`src/rtl/lru_pr_pkg.sv`:
```
// Shared types and constants for the LRU page replacement core.
`default_nettype none
package lru_pr_pkg;

	localparam int PAGE_W    = 16;
	localparam int LIMIT_W   = 4;
	localparam int FCOUNT_W  = 32;
	localparam int IN_DATA_W = 16;
	localparam int OUT_W     = 1 + 1 + PAGE_W + FCOUNT_W;
	localparam int OUT_DATA_W = ((OUT_W + 7) / 8) * 8;

	localparam logic [LIMIT_W-1:0] LIMIT_RESET = 4'd8;

	// per-request control broadcast to every cell
	typedef struct packed {
		logic load;   // request accepted this cycle
		logic evict;  // fault with the store full: bottom entry drops out
	} cell_ctl_t;

endpackage
`default_nettype wire

```
`src/rtl/lru_pr_cell.sv`:
```
// One slot of the recency stack: compares, and shifts down from its upper neighbor.
`default_nettype none
module lru_pr_cell #(
	parameter int SW = 16
) (
	input  wire logic                   clk,
	input  wire logic                   arst_n,
	input  wire lru_pr_pkg::cell_ctl_t  ctl,
	input  wire logic [SW-1:0]          key,
	input  wire logic [SW-1:0]          page_in,
	input  wire logic                   valid_in,
	input  wire logic                   go_in,
	output logic [SW-1:0]               page_out,
	output logic                        valid_out,
	output logic                        go_out
);

	logic [SW-1:0] page_q;
	logic          valid_q;
	logic          match;
	logic          shift;

	assign match     = valid_q & (page_q == key);
	assign go_out    = go_in & ~match;
	// no hit above this slot, and the slot lies inside the span being pushed down
	assign shift     = ctl.load & go_in & (ctl.evict ? valid_q : valid_in);
	assign page_out  = page_q;
	assign valid_out = valid_q;

	always_ff @(posedge clk or negedge arst_n) begin
		if (!arst_n) begin
			valid_q <= 1'b0;
		end else if (shift) begin
			valid_q <= valid_in;
		end
	end

	always_ff @(posedge clk) begin
		if (shift) begin
			page_q <= page_in;
		end
	end

endmodule
`default_nettype wire

```
`src/rtl/lru_page_replacement_core.sv`:
```
// Top level of the fully associative LRU page replacement core.
//
// Takes one page reference per cycle while held results are taken, and
// returns one registered result per reference: fault flag, evicted page and a
// saturating fault count. The recency stack is a chain of MAX_FRAMES cells,
// most recent at the head; the hit search ripples down that chain in the
// accepting cycle, so its length sets the clock period rather than the
// throughput. The result register frees as it is taken, so a new request is
// accepted in the same cycle a held result leaves. No clearing pass follows
// reset. resident_limit may be written only while idle; zero acts as one and
// values above MAX_FRAMES act as MAX_FRAMES.
`default_nettype none
module lru_page_replacement_core #(
	parameter int MAX_FRAMES = 8,
	parameter int PAGE_BITS  = 16
) (
	input  wire logic                                clk,
	input  wire logic                                arst_n,
	input  wire logic                                cfg_we,
	input  wire logic [lru_pr_pkg::LIMIT_W-1:0]      cfg_wdata,    // resident_limit
	input  wire logic                                s_axis_tvalid,
	output logic                                     s_axis_tready,
	input  wire logic [lru_pr_pkg::IN_DATA_W-1:0]    s_axis_tdata, // [15:0] page_number
	output logic                                     m_axis_tvalid,
	input  wire logic                                m_axis_tready,
	// [0] fault, [1] evicted_valid, [17:2] evicted_page, [49:18] fault_count, rest zero
	output logic [lru_pr_pkg::OUT_DATA_W-1:0]        m_axis_tdata
);

	localparam int SW    = (PAGE_BITS < lru_pr_pkg::PAGE_W) ? PAGE_BITS : lru_pr_pkg::PAGE_W;
	localparam int CW    = $clog2(MAX_FRAMES + 1);
	localparam int CMP_W = ((CW > lru_pr_pkg::LIMIT_W) ? CW : lru_pr_pkg::LIMIT_W) + 1;
	localparam int PAD_W = lru_pr_pkg::OUT_DATA_W - lru_pr_pkg::OUT_W;

	logic [lru_pr_pkg::LIMIT_W-1:0]  limit_q;
	logic [CW-1:0]                   count_q;
	logic [lru_pr_pkg::FCOUNT_W-1:0] fault_total_q;

	logic                            out_valid_q;
	logic                            fault_q;
	logic                            ev_valid_q;
	logic [lru_pr_pkg::PAGE_W-1:0]   ev_page_q;

	logic [SW-1:0]                   key;
	logic [SW-1:0]                   page_chain  [MAX_FRAMES+1];
	logic                            valid_chain [MAX_FRAMES+1];
	logic                            go_chain    [MAX_FRAMES+1];
	logic                            accept;
	logic                            miss;
	logic                            evict;
	logic [CMP_W-1:0]                lim_ext;
	logic [CMP_W-1:0]                eff_lim;
	logic [SW-1:0]                   bottom_page;
	lru_pr_pkg::cell_ctl_t           ctl;

	assign key    = s_axis_tdata[SW-1:0];
	assign accept = s_axis_tvalid & s_axis_tready;
	assign s_axis_tready = ~out_valid_q | m_axis_tready;

	assign page_chain[0]  = key;
	assign valid_chain[0] = 1'b1;
	assign go_chain[0]    = 1'b1;

	generate
		for (genvar i = 0; i < MAX_FRAMES; i++) begin : g_cell
			lru_pr_cell #(.SW(SW)) u_cell (
				.clk       (clk),
				.arst_n    (arst_n),
				.ctl       (ctl),
				.key       (key),
				.page_in   (page_chain[i]),
				.valid_in  (valid_chain[i]),
				.go_in     (go_chain[i]),
				.page_out  (page_chain[i+1]),
				.valid_out (valid_chain[i+1]),
				.go_out    (go_chain[i+1])
			);
		end
	endgenerate

	always_comb begin
		lim_ext = CMP_W'(limit_q);
		if (limit_q == '0) begin
			eff_lim = CMP_W'(1);
		end else if (lim_ext > CMP_W'(MAX_FRAMES)) begin
			eff_lim = CMP_W'(MAX_FRAMES);
		end else begin
			eff_lim = lim_ext;
		end
	end

	assign miss  = go_chain[MAX_FRAMES];
	assign evict = miss & (CMP_W'(count_q) >= eff_lim);
	assign ctl   = '{load: accept, evict: evict};

	// last valid slot is the least recent page
	always_comb begin
		bottom_page = '0;
		for (int i = 1; i <= MAX_FRAMES; i++) begin
			if (valid_chain[i] && (i == MAX_FRAMES || !valid_chain[(i < MAX_FRAMES) ? i + 1 : i]))
				bottom_page = bottom_page | page_chain[i];
		end
	end

	always_ff @(posedge clk or negedge arst_n) begin
		if (!arst_n) begin
			limit_q <= lru_pr_pkg::LIMIT_RESET;
		end else if (cfg_we) begin
			limit_q <= cfg_wdata;
		end
	end

	always_ff @(posedge clk or negedge arst_n) begin
		if (!arst_n) begin
			count_q       <= '0;
			fault_total_q <= '0;
			out_valid_q   <= 1'b0;
		end else begin
			if (accept) begin
				out_valid_q <= 1'b1;
				if (miss) begin
					if (fault_total_q != '1)
						fault_total_q <= fault_total_q + 1'b1;
					if (!evict)
						count_q <= count_q + 1'b1;
				end
			end else if (m_axis_tready) begin
				out_valid_q <= 1'b0;
			end
		end
	end

	always_ff @(posedge clk) begin
		if (accept) begin
			fault_q    <= miss;
			ev_valid_q <= evict;
			ev_page_q  <= evict ? lru_pr_pkg::PAGE_W'(bottom_page) : '0;
		end
	end

	assign m_axis_tvalid = out_valid_q;
	assign m_axis_tdata  = {{PAD_W{1'b0}}, fault_total_q, ev_page_q, ev_valid_q, fault_q};

endmodule
`default_nettype wire
```
`config.mk`:
```
export PLATFORM = sky130hd
export DESIGN_NAME = lru_page_replacement_core
export DESIGN_NICKNAME = d
export VERILOG_FILES = /design/src/rtl/lru_pr_pkg.sv /design/src/rtl/lru_pr_cell.sv /design/src/rtl/lru_page_replacement_core.sv
export SDC_FILE = /design/constraint.sdc
export NUM_CORES = 1
export LEC_CHECK = 0
export BUFFER_PORTS_ARGS = -buffer_cell sky130_fd_sc_hd__buf_2
export CORE_MARGIN = 1.5
export CORE_UTILIZATION = 40
export CTS_CLUSTER_SIZE = 40
export DETAILED_ROUTE_END_ITERATION = 16
export MAX_ROUTING_LAYER = met4
export PLACE_DENSITY_LB_ADDON = 0.15
export SYNTH_ARGS = -nofsm -noshare
export SYNTH_HDL_FRONTEND = slang
export SYNTH_SLANG_ARGS = --single-unit
```
`constraint.sdc`:
```
create_clock -name clk -period 4.1 [get_ports clk]
set_input_delay 0.82 -clock clk [delete_from_list [all_inputs] [get_ports clk]]
set_output_delay 0.82 -clock clk [all_outputs]
set_load 0.01 [all_outputs]
```
==> results of run 1 <==
-- worst register-to-register path, cell delays in order, from the launching register on --
cell and delay [ps]:
edfxtp_1 480, xor2_1 200, nor4_1 660, nand4_1 300, o32ai_1 210, nor4_1 120, nand2b_1 180, buf_4 280
mux2i_1 200, and2_1 180, buf_12 180
-- cell type report --
cell class              instances  area [um2]
inverters                      13        48.8
multi-input cells             449        3340
fillers                      2068       12100
clock inverters                13         166
well taps                     285         357
clock buffers                  19         433
flip-flops and latches        195        5610
repair buffers                102         613
diodes                          2        5.00
-- worst paths after layout --
kind                                                  to  slack [ps]
min in group asynchronous              fault_total_q[17]         600
max in group asynchronous               fault_total_q[7]        2800
setup reg to reg           g_cell[6].u_cell.page_out[11]         820
setup / recovery            g_cell[5].u_cell.page_out[7]         710
hold / removal                                count_q[3]         480
hold reg to reg                               count_q[3]         480
-- metrics by stage --
stage	utilization [%]	area [um2]	hold WS, ps	instances
4_1_cts	46.5	10600	487	1076
6_report	46.6	10600	481	1078
3_3_place_gp	43.9	9970	466	1044
3_5_place_dp	43.9	9970	472	1044
2_1_floorplan	-	9320	448	699
5_1_grt	46.6	10600	503	1078
-- Yosys cell counts (all sizes together) --
| library cell | n |
|---|---|
| edfxtp | 146 |
| buf | 32 |
| o21bai | 2 |
| a221oi | 16 |
| conb | 1 |
| o22ai | 2 |
| nand2 | 22 |
| or2 | 3 |
| a22o | 16 |
| nor4 | 26 |
| a21oi | 8 |
| xor2 | 126 |
| clkbuf | 10 |
| nand2b | 4 |
| and3 | 11 |
| nor2 | 24 |
| a21boi | 1 |
| nor4b | 1 |
| mux2 | 5 |
| a22oi | 32 |
| nand3b | 1 |
| or3 | 1 |
| a21o | 2 |
| o311ai | 1 |
| nand4b | 1 |
| o32ai | 2 |
| nor3b | 1 |
| mux2i | 6 |
| nand4 | 23 |
| xnor2 | 36 |
| inv | 13 |
| dfstp | 1 |
| a31oi | 17 |
| dfrtp | 48 |
| o21ai | 13 |
| nand3 | 17 |
| and4 | 2 |
| nor3 | 11 |
| and2 | 4 |
| ha | 6 |
-- sequential cells by signal, indices dropped and copies added (netlist names) --
register                 count
m_axis_tvalid                1
count_q                      4
limit_q                      4
g_cell.u_cell.page_out     128
fault_total_q               32
fault_q                      1
g_cell.u_cell.valid_out      8
ev_page_q                   16
ev_valid_q                   1
-- metal layers --
metal  vias to the layer above  routed length (um)  part of all wire [%]
met5                         -                   0                     0
met4                         0                 742                   2.9
met3                        46                1720                   6.7
met2                       257               12200                    47
met1                      3144               11200                    43
li1                       2753                   -                     -
-- kinds of logic (layout without fill, tap and decap cells) --
kind of cell,Yosys count,count (layout),synth area share [%]
flops,195,195,60.3
simple gates,152,152,9.28
mux,11,11,1.25
buf+inv,55,147,4.20
compound gates,112,112,8.87
other cells,1,8,0.0403
xor+xnor,162,162,15.2
fa+ha+maj,6,6,0.807
-- power groups by stage --
stage,Sequential [W],Combinational (W),Clock (W)
CTS,0.00256,0.000914,0.00175
global route,0.00259,0.000989,0.00183
finish,0.00256,0.000912,0.00172
floorplan,0.00258,0.000581,0
detailed placement,0.00260,0.000912,0
global placement,0.00259,0.000896,0
==> reports/qor.txt, run 1 <==
Final hold viol count: 0
Sink Count: 195
Syn_area_per_cell: 13.4 um2
Commonest non-fill, non-tap cells in the layout: edfxtp_1, xor2_1, buf_2, dfrtp_1, xnor2_1
Layout cells sized above 1: 19.8%
Fin crit period: 3390 ps
FMAX: 295 MHz
Final TNS setup: 0 ps
Worst hold path class: reg -> reg
Die Y: 156 um
First DRT Iteration DRCs: 528
Met3 Usage GRT: 4.68%
Die W: 156 um
Commonest non-fill, non-tap cell in the layout: edfxtp_1
Number of cells on the critical path: 11
R2R cell count: 10
Critical path, cell by cell: buf_2 > xor2_1 > nor4_1 > nand4_2 > o22ai_2 > nor4_1 > nand2b_1 > buf_12 > or2_2 > a21boi_1 > buf_4
CP most frequent cell: nor4_1
FF-to-FF Start: g_cell[0].u_cell.page_out[7]
Skew-Pair Late Insertion Delay: 440 ps
Final Slew Violations: 0
Final period utilization: 82.8%
Area contributors post-synth: edfxtp_1, dfrtp_1, xor2_1
Fin Clk Skew: 14.3 ps
Setup crit start: s_axis_tdata[13]
Clock network fraction of design power: 33.2%
Max-Cap Viols: 0
DP Worst Slack: 336 ps
Final setup viols: 0
DRC Markers: 0
# H-tree levels: 4
Post-synth top area share: 47.1%
Critical path arrival: 3500 ps
CTS tree: yes
Nets: 809
Crit Path Category: in -> reg
Crit end category: register
Via count: 6200
DRT Pass-1 Iters: 5
Core Area: 22700 um2
Total die area: 24200 um2
Combinational share of power: 17.6%
P_sw: 0.00154 W
Relative slew slack: 24.9%
CP Max Fanout: 19
Area Overhead vs Synth: 13.6%
DR WL/cell: 23.9 um
CP Launch Type: primary input
Vias in the first global route: 6251
Post-cts hold buffer count: 0
Sw Share: 29.7%
Status: completed
Buf+Inv Stages, Crit Path: 3
Cell internal pwr: 0.00365 W
Slew @ Worst Pin: 1130 ps
Clock-pin slew on the worst setup and hold paths: 70 ps
Congestion Overflow GR: 0
CTS resizes: 0
Post-DP HPWL: 18.4 mm
GPL Wtd Cong: 0.957
#FFs+latches synth: 195
First-pass GRT wire length: 39.1 mm
Crit-path slowest cell: nor4_1
Top Usage Layer GRT: met2
Max IR drop VDD: 0.000281 V
RSZ-0062 raised after global routing: false
Longest Clk Path Bufs: 2
CP Data Required Time: 4200 ps
Num CTS Buffers: 17
Ports: 83
Pin count of the biggest net entering global routing: 50
Initial Utilization: 41.0%
Yosys top cell by area: edfxtp_1
Ys Warns: 0
Clock Root Buffer: clkbuf_16
Hold_sp: count_q[3]
Crit path max-delay family: simple AND/OR/NAND/NOR gates
Register area share after synthesis: 60.3%
FP Rows: 55
Grt met2 use: 35.3%
Pwr Total: 0.00519 W
Mapped Area: 9310 um2
Gr usage total: 22.8%
DRT Wirelength: 25.8 mm
Setup ws final: 706 ps
Antenna-violating nets left: 0
Synthesized instance count: 694
Port bufs: 76
Distinct cell type count after synthesis: 51
Slowest cell delay on critical path: 490 ps
Hold-critical path depth: 1
Power density over cell area: 491 nW/um2
Initial antenna violation count: 2
Met1 GRT Util: 29.7%
Vias/cell: 5.75
Sequential share of power: 49.3%
Total setup buffers inserted after CTS: 0
Pleak: 4.10 nW
No activity file was read; power rests on OpenSTA's default activity.
==> run 2, diff against run 1 <==
- clock period: 4.1 -> 3.4 ns (I/O delays scaled with it)
==> reports/qor.txt, run 2 (synthesized netlist as in run 1, its figures left out) <==
Placed Cells incl. Taps: 1051 (+0.67%)
Status: completed
Worst Hold Slack: 302 ps (-179 ps)
Port bufs: 76 (unchanged)
Final Slew Violations: 0 (unchanged)
CP Data Required Time: 3560 ps (-640 ps)
Crit-path slowest cell: edfxtp_1
Max-Cap Viols: 0 (unchanged)
Nets: 816 (+0.87%)
Die Y: 156 um (unchanged)
Commonest non-fill, non-tap cells in the layout: edfxtp_1, xor2_1, buf_2, dfrtp_1, xnor2_1
Setup ws final: 425 ps (-282 ps)
Via count: 6076 (-2.0%)
Crit Path Category: reg -> reg
Critical path arrival: 3130 ps (-370 ps)
Vias/cell: 5.61 (-2.5%)
Final non-filler cell total: 1083 (+0.46%)
Relative slew slack: 36.7% (+12 points)
ANT cells: 0 (-2)
RSZ-0062 raised after global routing: false
Slew @ Worst Pin: 945 ps (-182 ps)
First DRT Iteration DRCs: 583 (+10%)
Sink Count: 195 (unchanged)
Final period utilization: 87.5%
Congestion Overflow GR: 0 (unchanged)
Worst hold path class: in -> async
CTS tree: yes
Final TNS setup: 0 ps (unchanged)
Commonest non-fill, non-tap cell in the layout: edfxtp_1
# H-tree levels: 4 (unchanged)
Die W: 156 um (unchanged)
CP Max Fanout: 16 (-3)
Fin crit period: 2980 ps
Critical path, cell by cell: xor2_1 > nor4_1 > nand4_2 > o22ai_2 > nor4_1 > nand2b_1 > buf_4 > mux2i_1 > nor2_1 > buf_12
Gr usage total: 20.8% (-1.9 points)
FMAX: 336 MHz
Core Area: 22700 um2 (unchanged)
CP most frequent cell: nor4_1
Skew-Pair Late Insertion Delay: 450 ps (about the same)
Fill cells: 2031 (-1.8%)
DRT Wirelength: 23.7 mm (-8.0%)
Antenna-violating nets left: 0 (unchanged)
CTS resizes: 0 (unchanged)
Clock-pin slew on the worst setup and hold paths: 90 ps (+20 ps)
DR WL/cell: 21.9 um (-8.5%)
Max IR drop VDD: 0.000406 V (+45%)
DRT Pass-1 Iters: 5 (unchanged)
Initial Utilization: 41.0% (unchanged)
Num CTS Buffers: 17 (unchanged)
Ports: 83 (unchanged)
Final hold viol count: 0 (unchanged)
Crit end category: register
Longest Clk Path Bufs: 2 (unchanged)
Pleak: 4.18 nW (+1.8%)
Final setup viols: 0 (unchanged)
Total setup buffers inserted after CTS: 0 (unchanged)
Slowest cell delay on critical path: 490 ps (about the same)
FP Rows: 55 (unchanged)
DRC Markers: 0 (unchanged)
First-pass GRT wire length: 36.1 mm (-7.8%)
CP Launch Type: register
Post-DP HPWL: 17.5 mm (-4.6%)
Total die area: 24200 um2 (unchanged)
Post-cts hold buffer count: 0 (unchanged)
DP Worst Slack: 16.9 ps (-319 ps)
Layout cells sized above 1: 20.3% (+0.45 points)
Clock Root Buffer: clkbuf_16
Number of flip-flops under the largest register name: 128 (unchanged)
Power density over cell area: 583 nW/um2 (+19%)
Fin Clk Skew: 15.7 ps (+1.35 ps)
Vias in the first global route: 5960 (-4.7%)
Area Overhead vs Synth: 15.0%
Initial antenna violation count: 0 (-2)
GPL Wtd Cong: 0.846 (-12%)
Pin count of the biggest net entering global routing: 32 (-36%)
## run 2: power by group
group	internal, W	switching [W]	leakage, nW
Combinational	0.000429	0.000634	1.88
Sequential	0.00287	0.000211	2.00
Clock	0.00102	0.00107	0.301
## run 2: path summary, 6_finish.rpt
| kind | start | endpoint | slack, ps | depth (start not counted) |
|---|---|---|---|---|
| max | g_cell[1].u_cell.page_out[0] | g_cell[4].u_cell.page_out[1] | 420 | 10 |
| min | arst_n | count_q[2] | 300 | 1 |
| max reg2reg | g_cell[1].u_cell.page_out[0] | g_cell[4].u_cell.page_out[1] | 420 | 10 |
| min reg2reg | count_q[3] | count_q[3] | 490 | 1 |
| max in group asynchronous | arst_n | fault_total_q[6] | 2360 | 2 |
| min in group clk | s_axis_tvalid | m_axis_tvalid | 440 | 2 |
## run 2: critical path: cells and delay by family (launching register included)
kind            cells  cell delay (ps)
compound gates      1              320
xor+xnor            1              200
buf+inv             2              410
flops               1              490
mux                 1               90
simple gates        5             1140
## run 2: layout make-up
type / instances / area [um2] / area share [%]
timing repair buffer: 109 / 728 / 6.81
clock inverter: 15 / 199 / 1.86
inverter: 13 / 48.8 / 0.456
tap: 285 / 357 / 3.33
multi-input combinational: 449 / 3330 / 31.1
clock buffer: 17 / 425 / 3.98
sequential: 195 / 5610 / 52.5
## run 2: per-layer routing
metal  part of all wire, %  vias to the layer above  GRT usage [%]  wire, um
li1                      -                     2762              -         -
met1                    47                     3094           28.2     11100
met2                    47                      201           32.6     11100
met3                   4.9                       19           3.68      1170
met4                   1.2                        0           5.35       279
met5                     0                        -              -         0
## run 2: through the flow
stage	util [%]	cell area (um2)	power (W)
4_1_cts	47.1	10700	0.00630
2_1_floorplan	-	9330	0.00382
3_3_place_gp	44.4	10100	0.00418
3_5_place_dp	44.4	10100	0.00421
5_1_grt	47.1	10700	0.00651
6_report	47.1	10700	0.00624
